### src/jfd_pkg.sv
`timescale 1ns / 1ps

package jfd_pkg;

	// fixed field widths of the channels and registers
	localparam int unsigned HANDLE_W    = 16;
	localparam int unsigned TIME_W      = 32;
	localparam int unsigned LEVEL_W     = 7;
	localparam int unsigned REJ_TOTAL_W = 32;
	localparam int unsigned REJ_ROW_W   = 16;
	localparam int unsigned ACC_SINCE_W = 32;
	localparam int unsigned CFG_DATA_W  = 32;

	// reset values of the configuration registers
	localparam logic [LEVEL_W-1:0] HOLD_BACK_RST     = 7'd0;
	localparam logic [LEVEL_W-1:0] DROP_THRESHOLD_RST = 7'd32;
	localparam logic [LEVEL_W-1:0] MAX_FILL_RST      = 7'd64;
	localparam logic [TIME_W-1:0]  DROP_INTERVAL_RST = 32'd1000000;

	typedef enum logic [0:0] {
		OP_ENQUEUE = 1'b0,
		OP_DEQUEUE = 1'b1
	} opcode_t;

	typedef enum logic [1:0] {
		REG_HOLD_BACK      = 2'd0,
		REG_DROP_THRESHOLD = 2'd1,
		REG_MAX_FILL       = 2'd2,
		REG_DROP_INTERVAL  = 2'd3
	} cfg_reg_t;

endpackage

### src/jfd_cmd_if.sv
`timescale 1ns / 1ps

interface jfd_cmd_if
	import jfd_pkg::*;
();
	logic                valid;
	logic                ready;
	opcode_t             opcode;
	logic [HANDLE_W-1:0] frame_handle;
	logic [TIME_W-1:0]   time_now_us;

	modport source (output valid, output opcode, output frame_handle, output time_now_us,
		input ready);
	modport sink (input valid, input opcode, input frame_handle, input time_now_us,
		output ready);
endinterface

### src/jfd_res_if.sv
`timescale 1ns / 1ps

interface jfd_res_if
	import jfd_pkg::*;
();
	logic                   valid;
	logic                   ready;
	logic                   accepted;
	logic [HANDLE_W-1:0]    out_handle;
	logic                   oldest_dropped;
	logic [LEVEL_W-1:0]     fill_level;
	logic [REJ_TOTAL_W-1:0] rejected_total;
	logic [REJ_ROW_W-1:0]   rejects_in_row;
	logic [ACC_SINCE_W-1:0] accepted_since_reject;

	modport source (output valid, output accepted, output out_handle, output oldest_dropped,
		output fill_level, output rejected_total, output rejects_in_row,
		output accepted_since_reject, input ready);
	modport sink (input valid, input accepted, input out_handle, input oldest_dropped,
		input fill_level, input rejected_total, input rejects_in_row,
		input accepted_since_reject, output ready);
endinterface

### src/jitter_fifo_with_timed_drop_top.sv
`timescale 1ns / 1ps
// pipeline: a result passes from its command transfer through the decision stage and then
// the output register, and a stalled output register holds the command side back
// throughput: one command per cycle while results are taken; pointers, fill and counters
// update at the transfer and the handle memory is read and written in that same cycle
// reset: arst_n clears pointers, fill, counters, drop time and the pipeline valids and
// loads the register defaults; the handle memory is not cleared (no clearing pass)
module jitter_fifo_with_timed_drop_top
	import jfd_pkg::*;
#(
	parameter int unsigned QUEUE_DEPTH = 64,
	parameter int unsigned HANDLE_BITS = 16
) (
	input  logic                  clk,
	input  logic                  arst_n,
	input  logic                  cfg_wr_en,
	input  cfg_reg_t              cfg_index,
	input  logic [CFG_DATA_W-1:0] cfg_data,
	jfd_cmd_if.sink               cmd,
	jfd_res_if.source             res
);

	localparam int unsigned PW = (QUEUE_DEPTH > 1) ? $clog2(QUEUE_DEPTH) : 1;
	localparam int unsigned FW = $clog2(QUEUE_DEPTH + 1);
	localparam int unsigned CW = (FW > LEVEL_W) ? FW : LEVEL_W;
	localparam logic [CW-1:0] DEPTH_C = CW'(QUEUE_DEPTH);
	localparam logic [PW-1:0] LAST_IDX = PW'(QUEUE_DEPTH - 1);

	// configuration registers
	logic [LEVEL_W-1:0] hold_back_q;
	logic [LEVEL_W-1:0] drop_thr_q;
	logic [LEVEL_W-1:0] max_fill_q;
	logic [TIME_W-1:0]  drop_int_q;

	// queue state
	logic [HANDLE_BITS-1:0] handle_store_q [QUEUE_DEPTH];
	logic [PW-1:0]          wr_ptr_q;
	logic [PW-1:0]          rd_ptr_q;
	logic [FW-1:0]          fill_q;
	logic [TIME_W-1:0]      last_drop_q;
	logic [REJ_TOTAL_W-1:0] rej_total_q;
	logic [REJ_ROW_W-1:0]   rej_row_q;
	logic [ACC_SINCE_W-1:0] acc_since_q;

	// stage 1: decision taken, memory read in flight
	logic                   valid_s1;
	logic                   acc_s1;
	logic                   drop_s1;
	logic                   pop_s1;
	logic [LEVEL_W-1:0]     fill_s1;
	logic [REJ_TOTAL_W-1:0] rej_total_s1;
	logic [REJ_ROW_W-1:0]   rej_row_s1;
	logic [ACC_SINCE_W-1:0] acc_since_s1;
	logic [HANDLE_BITS-1:0] rd_data_s1;

	// output register
	logic                   res_valid_q;
	logic                   res_acc_q;
	logic [HANDLE_W-1:0]    res_handle_q;
	logic                   res_drop_q;
	logic [LEVEL_W-1:0]     res_fill_q;
	logic [REJ_TOTAL_W-1:0] res_rej_total_q;
	logic [REJ_ROW_W-1:0]   res_rej_row_q;
	logic [ACC_SINCE_W-1:0] res_acc_since_q;

	// decision logic
	logic                   out_free;
	logic                   cmd_fire;
	logic                   is_enq;
	logic                   above_hold;
	logic                   timed;
	logic                   pop;
	logic                   reject;
	logic                   push;
	logic [CW-1:0]          limit_c;
	logic [FW-1:0]          fill_mid;
	logic [FW-1:0]          fill_nxt;
	logic [TIME_W-1:0]      elapsed;
	logic [PW-1:0]          wr_ptr_nxt;
	logic [PW-1:0]          rd_ptr_nxt;
	logic [HANDLE_BITS-1:0] handle_w;
	logic [REJ_TOTAL_W-1:0] rej_total_nxt;
	logic [REJ_ROW_W-1:0]   rej_row_nxt;
	logic [ACC_SINCE_W-1:0] acc_since_nxt;

	// handshake: stage 1 drains whenever the output register is free
	assign out_free  = !res_valid_q || res.ready;
	assign cmd.ready = !valid_s1 || out_free;
	assign cmd_fire  = cmd.valid && cmd.ready;

	// timed drop, reject and pointer decisions
	always_comb begin
		is_enq     = (cmd.opcode == OP_ENQUEUE);
		above_hold = CW'(fill_q) > CW'(hold_back_q);
		limit_c    = (CW'(max_fill_q) > DEPTH_C) ? DEPTH_C : CW'(max_fill_q);
		elapsed    = cmd.time_now_us - last_drop_q;
		timed      = is_enq && (CW'(fill_q) > CW'(drop_thr_q)) && (elapsed >= drop_int_q);
		pop        = above_hold && (!is_enq || timed);
		fill_mid   = fill_q - FW'(pop);
		reject     = is_enq && (CW'(fill_mid) >= limit_c);
		push       = is_enq && !reject;
		fill_nxt   = fill_mid + FW'(push);
		wr_ptr_nxt = (wr_ptr_q == LAST_IDX) ? '0 : wr_ptr_q + 1'b1;
		rd_ptr_nxt = (rd_ptr_q == LAST_IDX) ? '0 : rd_ptr_q + 1'b1;
		handle_w   = HANDLE_BITS'(cmd.frame_handle);

		rej_total_nxt = rej_total_q;
		rej_row_nxt   = rej_row_q;
		acc_since_nxt = acc_since_q;
		if (reject) begin
			if (rej_total_q != '1) rej_total_nxt = rej_total_q + 1'b1;
			if (rej_row_q != '1) rej_row_nxt = rej_row_q + 1'b1;
			acc_since_nxt = '0;
		end else if (push) begin
			rej_row_nxt = '0;
			if (acc_since_q != '1) acc_since_nxt = acc_since_q + 1'b1;
		end
	end

	// configuration writes
	always_ff @(posedge clk or negedge arst_n) begin
		if (!arst_n) begin
			hold_back_q <= HOLD_BACK_RST;
			drop_thr_q  <= DROP_THRESHOLD_RST;
			max_fill_q  <= MAX_FILL_RST;
			drop_int_q  <= DROP_INTERVAL_RST;
		end else if (cfg_wr_en) begin
			case (cfg_index)
				REG_HOLD_BACK:      hold_back_q <= cfg_data[LEVEL_W-1:0];
				REG_DROP_THRESHOLD: drop_thr_q  <= cfg_data[LEVEL_W-1:0];
				REG_MAX_FILL:       max_fill_q  <= cfg_data[LEVEL_W-1:0];
				REG_DROP_INTERVAL:  drop_int_q  <= cfg_data[TIME_W-1:0];
				default: ;
			endcase
		end
	end

	// queue pointers, fill, drop time and counters
	always_ff @(posedge clk or negedge arst_n) begin
		if (!arst_n) begin
			wr_ptr_q    <= '0;
			rd_ptr_q    <= '0;
			fill_q      <= '0;
			last_drop_q <= '0;
			rej_total_q <= '0;
			rej_row_q   <= '0;
			acc_since_q <= '0;
		end else if (cmd_fire) begin
			if (push) wr_ptr_q <= wr_ptr_nxt;
			if (pop) rd_ptr_q <= rd_ptr_nxt;
			if (timed) last_drop_q <= cmd.time_now_us;
			fill_q      <= fill_nxt;
			rej_total_q <= rej_total_nxt;
			rej_row_q   <= rej_row_nxt;
			acc_since_q <= acc_since_nxt;
		end
	end

	// handle memory: read of the oldest entry returns data from before this cycle's write
	always_ff @(posedge clk) begin
		if (cmd_fire) begin
			if (push) handle_store_q[wr_ptr_q] <= handle_w;
			rd_data_s1 <= handle_store_q[rd_ptr_q];
		end
	end

	// stage 1 valid
	always_ff @(posedge clk or negedge arst_n) begin
		if (!arst_n) begin
			valid_s1 <= 1'b0;
		end else if (cmd.ready) begin
			valid_s1 <= cmd.valid;
		end
	end

	// stage 1 payload
	always_ff @(posedge clk) begin
		if (cmd_fire) begin
			acc_s1       <= push || (!is_enq && pop);
			drop_s1      <= is_enq && pop;
			pop_s1       <= pop;
			fill_s1      <= LEVEL_W'(fill_nxt);
			rej_total_s1 <= rej_total_nxt;
			rej_row_s1   <= rej_row_nxt;
			acc_since_s1 <= acc_since_nxt;
		end
	end

	// output register valid
	always_ff @(posedge clk or negedge arst_n) begin
		if (!arst_n) begin
			res_valid_q <= 1'b0;
		end else if (out_free) begin
			res_valid_q <= valid_s1;
		end
	end

	// output register payload
	always_ff @(posedge clk) begin
		if (out_free && valid_s1) begin
			res_acc_q       <= acc_s1;
			res_handle_q    <= pop_s1 ? HANDLE_W'(rd_data_s1) : '0;
			res_drop_q      <= drop_s1;
			res_fill_q      <= fill_s1;
			res_rej_total_q <= rej_total_s1;
			res_rej_row_q   <= rej_row_s1;
			res_acc_since_q <= acc_since_s1;
		end
	end

	assign res.valid                 = res_valid_q;
	assign res.accepted              = res_acc_q;
	assign res.out_handle            = res_handle_q;
	assign res.oldest_dropped        = res_drop_q;
	assign res.fill_level            = res_fill_q;
	assign res.rejected_total        = res_rej_total_q;
	assign res.rejects_in_row        = res_rej_row_q;
	assign res.accepted_since_reject = res_acc_since_q;

	// an empty queue has its pointers together
	a_empty_ptrs: assert property (@(posedge clk) disable iff (!arst_n)
		(fill_q == '0) |-> (wr_ptr_q == rd_ptr_q))
		else $error("empty queue with pointers apart");

	// fill only moves on a command transfer
	a_fill_hold: assert property (@(posedge clk) disable iff (!arst_n)
		!cmd_fire |=> $stable(fill_q))
		else $error("fill changed without a command transfer");

	// a decided item reaches the output register when it is free
	a_s1_drain: assert property (@(posedge clk) disable iff (!arst_n)
		(valid_s1 && out_free) |=> res_valid_q)
		else $error("stage 1 item lost on its way to the output");

	// a timed drop restamps the drop time
	a_restamp: assert property (@(posedge clk) disable iff (!arst_n)
		(cmd_fire && pop && is_enq) |=> (last_drop_q == $past(cmd.time_now_us)))
		else $error("timed drop did not restamp the drop time");

endmodule

### src/flat_wrapper.sv
// flat-port wrapper written by rule: the top's interface ports become plain ports
module jitter_fifo_with_timed_drop_top_flat import jfd_pkg::*;
#(
	parameter int unsigned QUEUE_DEPTH = 64,
	parameter int unsigned HANDLE_BITS = 16
)
  (clk, arst_n, cfg_wr_en, cfg_index, cfg_data, cmd_valid, cmd_opcode, cmd_frame_handle, cmd_time_now_us, cmd_ready, res_valid, res_accepted, res_out_handle, res_oldest_dropped, res_fill_level, res_rejected_total, res_rejects_in_row, res_accepted_since_reject, res_ready);
  jfd_cmd_if cmd_i ();
  jfd_res_if res_i ();
  input  logic clk;
  input  logic arst_n;
  input  logic cfg_wr_en;
  input  cfg_reg_t cfg_index;
  input  logic [CFG_DATA_W-1:0] cfg_data;
  input wire logic [$bits(cmd_i.valid)-1:0] cmd_valid;
  input wire logic [$bits(cmd_i.opcode)-1:0] cmd_opcode;
  input wire logic [$bits(cmd_i.frame_handle)-1:0] cmd_frame_handle;
  input wire logic [$bits(cmd_i.time_now_us)-1:0] cmd_time_now_us;
  output wire logic [$bits(cmd_i.ready)-1:0] cmd_ready;
  output wire logic [$bits(res_i.valid)-1:0] res_valid;
  output wire logic [$bits(res_i.accepted)-1:0] res_accepted;
  output wire logic [$bits(res_i.out_handle)-1:0] res_out_handle;
  output wire logic [$bits(res_i.oldest_dropped)-1:0] res_oldest_dropped;
  output wire logic [$bits(res_i.fill_level)-1:0] res_fill_level;
  output wire logic [$bits(res_i.rejected_total)-1:0] res_rejected_total;
  output wire logic [$bits(res_i.rejects_in_row)-1:0] res_rejects_in_row;
  output wire logic [$bits(res_i.accepted_since_reject)-1:0] res_accepted_since_reject;
  input wire logic [$bits(res_i.ready)-1:0] res_ready;
  assign cmd_i.valid = cmd_valid;
  assign cmd_i.opcode = cmd_opcode;
  assign cmd_i.frame_handle = cmd_frame_handle;
  assign cmd_i.time_now_us = cmd_time_now_us;
  assign cmd_ready = cmd_i.ready;
  assign res_valid = res_i.valid;
  assign res_accepted = res_i.accepted;
  assign res_out_handle = res_i.out_handle;
  assign res_oldest_dropped = res_i.oldest_dropped;
  assign res_fill_level = res_i.fill_level;
  assign res_rejected_total = res_i.rejected_total;
  assign res_rejects_in_row = res_i.rejects_in_row;
  assign res_accepted_since_reject = res_i.accepted_since_reject;
  assign res_i.ready = res_ready;
  jitter_fifo_with_timed_drop_top #(.QUEUE_DEPTH(QUEUE_DEPTH), .HANDLE_BITS(HANDLE_BITS)) u_core (.clk(clk), .arst_n(arst_n), .cfg_wr_en(cfg_wr_en), .cfg_index(cfg_index), .cfg_data(cfg_data), .cmd(cmd_i), .res(res_i));
endmodule
### config.mk
export PLATFORM = sky130hd
export DESIGN_NAME = jitter_fifo_with_timed_drop_top_flat
export DESIGN_NICKNAME = d
export VERILOG_FILES = /design/src/jfd_pkg.sv /design/src/jfd_cmd_if.sv /design/src/jfd_res_if.sv /design/src/jitter_fifo_with_timed_drop_top.sv /design/src/flat_wrapper.sv
export SDC_FILE = /design/constraint.sdc
export NUM_CORES = 2
export LEC_CHECK = 0
export BUFFER_PORTS_ARGS = -buffer_cell sky130_fd_sc_hd__buf_2
export CAP_MARGIN = 20
export CORE_MARGIN = 3
export CORE_UTILIZATION = 60
export DETAILED_ROUTE_END_ITERATION = 10
export PLACE_DENSITY_LB_ADDON = 0.3
export SYNTH_ARGS = -nofsm -noshare
export SYNTH_HDL_FRONTEND = slang
export SYNTH_SLANG_ARGS = --single-unit
### constraint.sdc
create_clock -name clk -period 8.5 [get_ports clk]
set_clock_uncertainty 0.15 [all_clocks]
set_input_delay 0.85 -clock clk [delete_from_list [all_inputs] [get_ports clk]]
set_output_delay 0.85 -clock clk [all_outputs]
set_load 0.01 [all_outputs]
# Word level (Yosys, flattened, before mapping)
# Memory sizes are Yosys's and may differ from the RTL's. A register that Yosys moved wholly into a read port is not among the register bits.
# Cells that the tools add are included.
# word_totals
regBits	381
ram_bits	1024
inputBits	88
elab_cells	88
memories	1
# mem_list
memory	words	word_bits	rd	rd_clocked_by_memory_dff	wr	line_no	text
u_core.handle_store_q	64	16	1	1	1	jitter_fifo_with_timed_drop_top.sv:36	logic [HANDLE_BITS-1:0] handle_store_q [QUEUE_DEPTH];
# classes
n_addsub	8
order_cmp	5
eq_ne	8
muxes	14
bitwise_logic	1
n_reduce_logical	24
# ops
cell	n
two-way mux 32 bit	5
adder 32 x 1 -> 32 bit (second input constant)	2
inequality test 32 bit (second input constant)	2
two-way mux 16 bit	3
greater-or-equal comparator 32 bit	1
subtractor 32 bit	1
adder 16 x 1 -> 16 bit (second input constant)	1
inequality test 16 bit (second input constant)	1
> comparator 7 bit	2
AND reduction 2 bit	7
adder 6 x 1 -> 6 bit (second input constant)	2
== test 6 bit (second input constant)	2
two-way mux 6 bit	2
logical AND 1 bit	9
adder 7 x 1 -> 7 bit	1
greater-or-equal comparator 7 bit	1
> comparator 7 bit (second input constant)	1
two-way mux 7 bit	1
subtractor 7 x 1 -> 7 bit	1
== test 2 bit (second input constant)	2
logical OR 1 bit	4
logical NOT 1 bit	3
two-way mux 1 bit	3
== test 2 x 1 -> 1 bit (second input constant)	1
other kinds (2)	2

# Logic depth before layout (Yosys ltp)
# logic_depth
ltp_word	13
mapped_depth	42

# Least setup slack after synthesis
# No wires, ideal clock.
# synth_path
path_type	input -> register
start	in cmd_time_now_us[0]
end	reg u_core.fill_q[6]
setup_ns	0.078
t_arrival_ns	7.976
path_slack_ns	0.296
path_stages	41
path_buffers	4
path_cell_list	inv_1 ha_1 inv_1 fa_1 a211oi_1 o21bai_1 o2111ai_1 nand3_1 a21o_1 a21o_1 a21o_1 a21oi_1 xnor2_1 ha_1 nand2_1 o21ai_0 a2111oi_0 nand3_1 (+5 left out) xor2_1 ha_1 a21o_1 a211o_1 a211o_2 a21o_1 buf_4 inv_2 buf_4 buf_4 buf_2 ha_1 ha_1 and3_1 nor3b_1 xor2_1 nand2_1 nand2_1
# synth_between
elab_chain_len	11
# synth_lines
element	line_no	text
from (decl)	flat_wrapper.sv:18	input wire logic [$bits(cmd_i.time_now_us)-1:0] cmd_time_now_us;
subtractor 32 bit (*)	jitter_fifo_with_timed_drop_top.sv:96	elapsed = cmd.time_now_us - last_drop_q;
greater-or-equal comparator 32 bit (*)	jitter_fifo_with_timed_drop_top.sv:97	timed = is_enq && (CW'(fill_q) > CW'(drop_thr_q)) && (elapsed >= drop_int_q);
logical AND 1 bit (*)	jitter_fifo_with_timed_drop_top.sv:97	
logical OR 1 bit (*)	jitter_fifo_with_timed_drop_top.sv:98	pop = above_hold && (!is_enq || timed);
logical AND 1 bit (*)	jitter_fifo_with_timed_drop_top.sv:98	
named net u_core.pop	jitter_fifo_with_timed_drop_top.sv:72	logic pop;
subtractor 7 x 1 -> 7 bit (*)	jitter_fifo_with_timed_drop_top.sv:99	fill_mid = fill_q - FW'(pop);
greater-or-equal comparator 7 bit	jitter_fifo_with_timed_drop_top.sv:100	reject = is_enq && (CW'(fill_mid) >= limit_c);
logical AND 1 bit	jitter_fifo_with_timed_drop_top.sv:100	
logical NOT 1 bit	jitter_fifo_with_timed_drop_top.sv:101	push = is_enq && !reject;
logical AND 1 bit	jitter_fifo_with_timed_drop_top.sv:101	
adder 7 x 1 -> 7 bit (*)	jitter_fifo_with_timed_drop_top.sv:102	fill_nxt = fill_mid + FW'(push);
named net u_core.fill_nxt[6]	jitter_fifo_with_timed_drop_top.sv:77	logic [FW-1:0] fill_nxt;
to (signal assigned)	jitter_fifo_with_timed_drop_top.sv:152	fill_q <= fill_nxt;
to (decl)	jitter_fifo_with_timed_drop_top.sv:39	logic [FW-1:0] fill_q;
# The timed path passes the listed nets; every way through them passes the cells marked *.
# A chain may end at the register's enable or synchronous reset.

# Worst setup path in the final report
# layout_path
start	reg u_core.last_drop_q[0]
end	reg u_core.fill_s1[5], data pin
# layout_between
elab_chain_len	11
# layout_lines
element	line_no	text
from (decl)	jitter_fifo_with_timed_drop_top.sv:40	logic [TIME_W-1:0] last_drop_q;
from (signal assigned)	jitter_fifo_with_timed_drop_top.sv:151	if (timed) last_drop_q <= cmd.time_now_us;
subtractor 32 bit (*)	jitter_fifo_with_timed_drop_top.sv:96	
greater-or-equal comparator 32 bit (*)	jitter_fifo_with_timed_drop_top.sv:97	
logical AND 1 bit (*)	jitter_fifo_with_timed_drop_top.sv:97	
logical OR 1 bit (*)	jitter_fifo_with_timed_drop_top.sv:98	
logical AND 1 bit (*)	jitter_fifo_with_timed_drop_top.sv:98	
named net u_core.pop	jitter_fifo_with_timed_drop_top.sv:72	
subtractor 7 x 1 -> 7 bit (*)	jitter_fifo_with_timed_drop_top.sv:99	
greater-or-equal comparator 7 bit	jitter_fifo_with_timed_drop_top.sv:100	
logical AND 1 bit	jitter_fifo_with_timed_drop_top.sv:100	
logical NOT 1 bit	jitter_fifo_with_timed_drop_top.sv:101	
logical AND 1 bit	jitter_fifo_with_timed_drop_top.sv:101	
adder 7 x 1 -> 7 bit (*)	jitter_fifo_with_timed_drop_top.sv:102	
named net u_core.fill_nxt[5]	jitter_fifo_with_timed_drop_top.sv:77	
to (signal assigned)	jitter_fifo_with_timed_drop_top.sv:182	fill_s1 <= LEVEL_W'(fill_nxt);
to (decl)	jitter_fifo_with_timed_drop_top.sv:50	logic [LEVEL_W-1:0] fill_s1;
# Marks and branches as above.

==> results_dict.tcl <==
set metrics [dict create \
    postLayoutSetupSlackWorst_ns 0.616 \
    worstSetupEndpointType "register" \
    grt.total_usage_pct 28.1 \
    dp_cells 4656 \
    syn_area_um2 58200 \
    leakage_nw 23.1 \
    cp.depth 37 \
    grt_pass1_vias 31600 \
    cp_top_family "compound AO/OA/AOI/OAI gates" \
    startpoint "u_core.last_drop_q[0]" \
    post-route-period-util_pct 92.7 \
    synth_most_common_cell "edfxtp_1" \
    rows 113 \
    die_h_um 317 \
    worstPathRequired_ns 8.83 \
    grt_pass1_wl_um 206000 \
    hold_viol_final 0 \
    synth_mux_area_share_pct 14.2 \
    powerDensity_nw_per_um2 305 \
    synth_edf_count 1235 \
    synth_xor_area_share_pct 2.18 \
    critPathLaunchType "register" \
    rsz0062_at_grt "false" \
    synth_nets 3374 \
    start_util_pct 60.9 \
    dieWidth_um 317 \
    synthTopCellsByCount "1235 x edfxtp_1, 336 x mux4_2, 183 x nand2_1" \
    endpoint "u_core.fill_s1[5]" \
    arrival_ns 8.22 \
    final_nets 3718 \
    synth.yosys.seq_area_share_pct 71.8 \
    r2r_cells 37 \
    synthToLayoutAreaGrowth_pct 13.9 \
    synth_ff_type "edfxtp_1" \
    gp_congestion 0.934 \
    fin_crit_ns 7.88 \
    path_class "reg2reg" \
    syn_inst 3192 \
    grt_max_degree 160 \
    nFillCells 5937 \
    io_buffers 194 \
    dr.first_iter.drc_count 3772 \
    drv_cap 0 \
    reg2reg_slack_ns 0.62 \
    worstMarginPinSlew_ns 1.14 \
    cts_buffers 141 \
    slew_viol_final 0 \
    fin_cells 4922 \
    wl_um 139000 \
    critPathMaxFanout 31 \
    yosysTopAreaCellShare_pct 63.8 \
    cpMaxStageDelayCell "a2111oi_0" \
    ant_nets 0 \
    htreeDepth 4 \
    antenna_found_initial 5 \
    clock-root-buffer "clkbuf_16" \
    first_pass_iters 6 \
    hold_path_class "in2reg" \
    synth.distinct_cells 75 \
    async_flop_share_pct 13.1 \
    synthAdderAreaFrac_pct 2.04 \
    drive_above_1_share_pct 27.1 \
    status "completed" \
    dieArea_um2 101000 \
    synth_top_family_by_area "multiplexers" \
    vias 31600 \
    timing.rr.start "u_core.last_drop_q[0]" \
    ys.warnings.count 0 \
    cts_tree "built" \
    viasPerCell 6.43 \
    fmax_mhz 127 \
    drc 0 \
    synth_simple_gate_area_share_pct 5.04 \
    synth_area_leader_cell "edfxtp_1" \
    clockBufferDepth 3 \
    insertion_delay_ns 0.77 \
    avgSynthCellArea_um2 18.2 \
    synth_seq_cells 1421 \
    cts_setup_buffers 0 \
    crit_buf_inv 5 \
    reg2reg_to "u_core.fill_s1[5]" \
    cts.clk_slew.worst_paths_ns 0.06 \
    grt.overflow.total 0 \
    cts_sinks 1421 \
    core_um2 95600 \
    hpwl_um 84800 \
    post-place-ws_ns -0.138 \
    synth_compound_area_share_pct 3.12 \
    max_stage_delay_ns 0.41 \
    peakVddDrop_v 0.000336 \
    ios 195 \
    finalSetupViolCount 0 \
    max-slew-margin-rel_pct 23.8 \
    wl_per_cell_um 28.3 \
    synthTopCellsByArea "edfxtp_1 64%, mux4_2 13%, dfrtp_1 7.6%" \
]
==> worst min-delay path by stage <==
| stage | start | end | slack, ns | cells past startpoint |
|---|---|---|---|---|
| 6_report | cmd_time_now_us[27] | u_core.last_drop_q[27] | 0.18 | 3 |
| 5_1_grt | cfg_data[23] | u_core.drop_int_q[23] | 0.16 | 2 |
| 4_1_cts | cmd_time_now_us[2] | u_core.last_drop_q[2] | 0.14 | 3 |
| 3_5_place_dp | u_core.acc_since_s1[14] | u_core.res.accepted_since_reject[14] | 0.25 | 0 |
| 3_3_place_gp | u_core.rej_row_s1[7] | u_core.res.rejects_in_row[7] | 0.25 | 0 |
| 2_1_floorplan | u_core.acc_s1 | u_core.res.accepted | 0.25 | 0 |
==> placed cells by master (no fill, tap or decap), types with 30 or more instances in the layout <==
cell / instances
nand3_1: 58
inv_1: 101
nand4_1: 41
clkbuf_1: 30
a21oi_1: 67
buf_2: 193
nor2_1: 165
edfxtp_1: 1235
clkbuf_16: 146
nand2_1: 182
mux4_2: 336
xnor2_1: 88
mux2_2: 55
ha_1: 93
buf_4: 122
o21ai_0: 102
xor2_1: 55
dfrtp_1: 173
==> metal layers <==
layer,wire length (um),GRT usage (%),up-vias
met2,69400,45.8,1775
met4,4480,9.20,2
met5,13,0,-
li1,-,-,13300
met1,52800,38.7,16300
met3,12600,5.85,263
==> area by class of cell <==
class	instances	area (um2)	share of cell area, %
clock buffers	183	3860	5.83
diodes	6	15.0	0.0227
flip-flops and latches	1421	41800	63.1
inverters	103	392	0.591
multi-input cells	1527	15500	23.3
repair buffers	342	2390	3.61
well taps	1265	1580	2.39
clock inverters	75	777	1.17
==> logic make-up (layout without fill, tap and decap cells) <==
| kind of cell | count (synthesis) | in the layout |
|---|---|---|
| AOI/OAI and AO/OA | 290 | 290 |
| xor gates and xnor gates | 144 | 144 |
| adders and majority gates | 94 | 94 |
| buffers and inverters | 244 | 703 |
| DFF | 1421 | 1421 |
| muxes | 396 | 396 |
| other | 0 | 6 |
| and+or+nand+nor | 603 | 603 |
==> report_power, final <==
| part | internal (mW) | switching, mW |
|---|---|---|
| registers | 8.07 | 0.365 |
| logic | 2.43 | 3.13 |
| clock network | 3.57 | 2.61 |
| total | 14.1 | 6.11 |
==> registers in the layout, summed over array words and instances (netlist names), 16 cells and up <==
| register | count |
|---|---|
| u_core.res.out_handle | 16 |
| u_core.rej_total_q | 32 |
| u_core.rej_row_q | 16 |
| u_core.acc_since_q | 32 |
| u_core.last_drop_q | 32 |
| u_core.rd_data_s1 | 16 |
| u_core.res.rejects_in_row | 16 |
| u_core.rej_row_s1 | 16 |
| u_core.handle_store_q | 1024 |
| u_core.acc_since_s1 | 32 |
| u_core.res.rejected_total | 32 |
| u_core.res.accepted_since_reject | 32 |
| u_core.drop_int_q | 32 |
| u_core.rej_total_s1 | 32 |
==> what timing repair did <==
action,in CTS,in global routing
endpoints found under the hold margin,44,0
resized for setup,0,2
hold buffers,1,0
endpoints found under the setup margin,0,3
==> worst reg2reg max path, delay by kind of cell, from the launching register on <==
kind,cells,cell delay (ns)
AO/OA/AOI/OAI,16,3.51
XOR/XNOR,2,0.24
adder cells (fa/ha/maj),7,1.81
buffers and inverters,5,0.70
flip-flops,1,0.36
AND/OR/NAND/NOR,7,0.86
==> metrics by stage <==
step                TNS, ns  instance area (um2)  utilization, %  hold WS, ns  power (mW)
floorplan                 0                58200               -        0.250        12.2
global placement     -0.148                61600            64.4        0.252        13.9
detailed placement    -2.10                61600            64.4        0.255        14.0
CTS                       0                66200            69.3        0.143        20.2
global route              0                66200            69.3        0.160        21.0
finish                    0                66200            69.3        0.180        20.2
No activity file was read; power rests on OpenSTA's default activity.
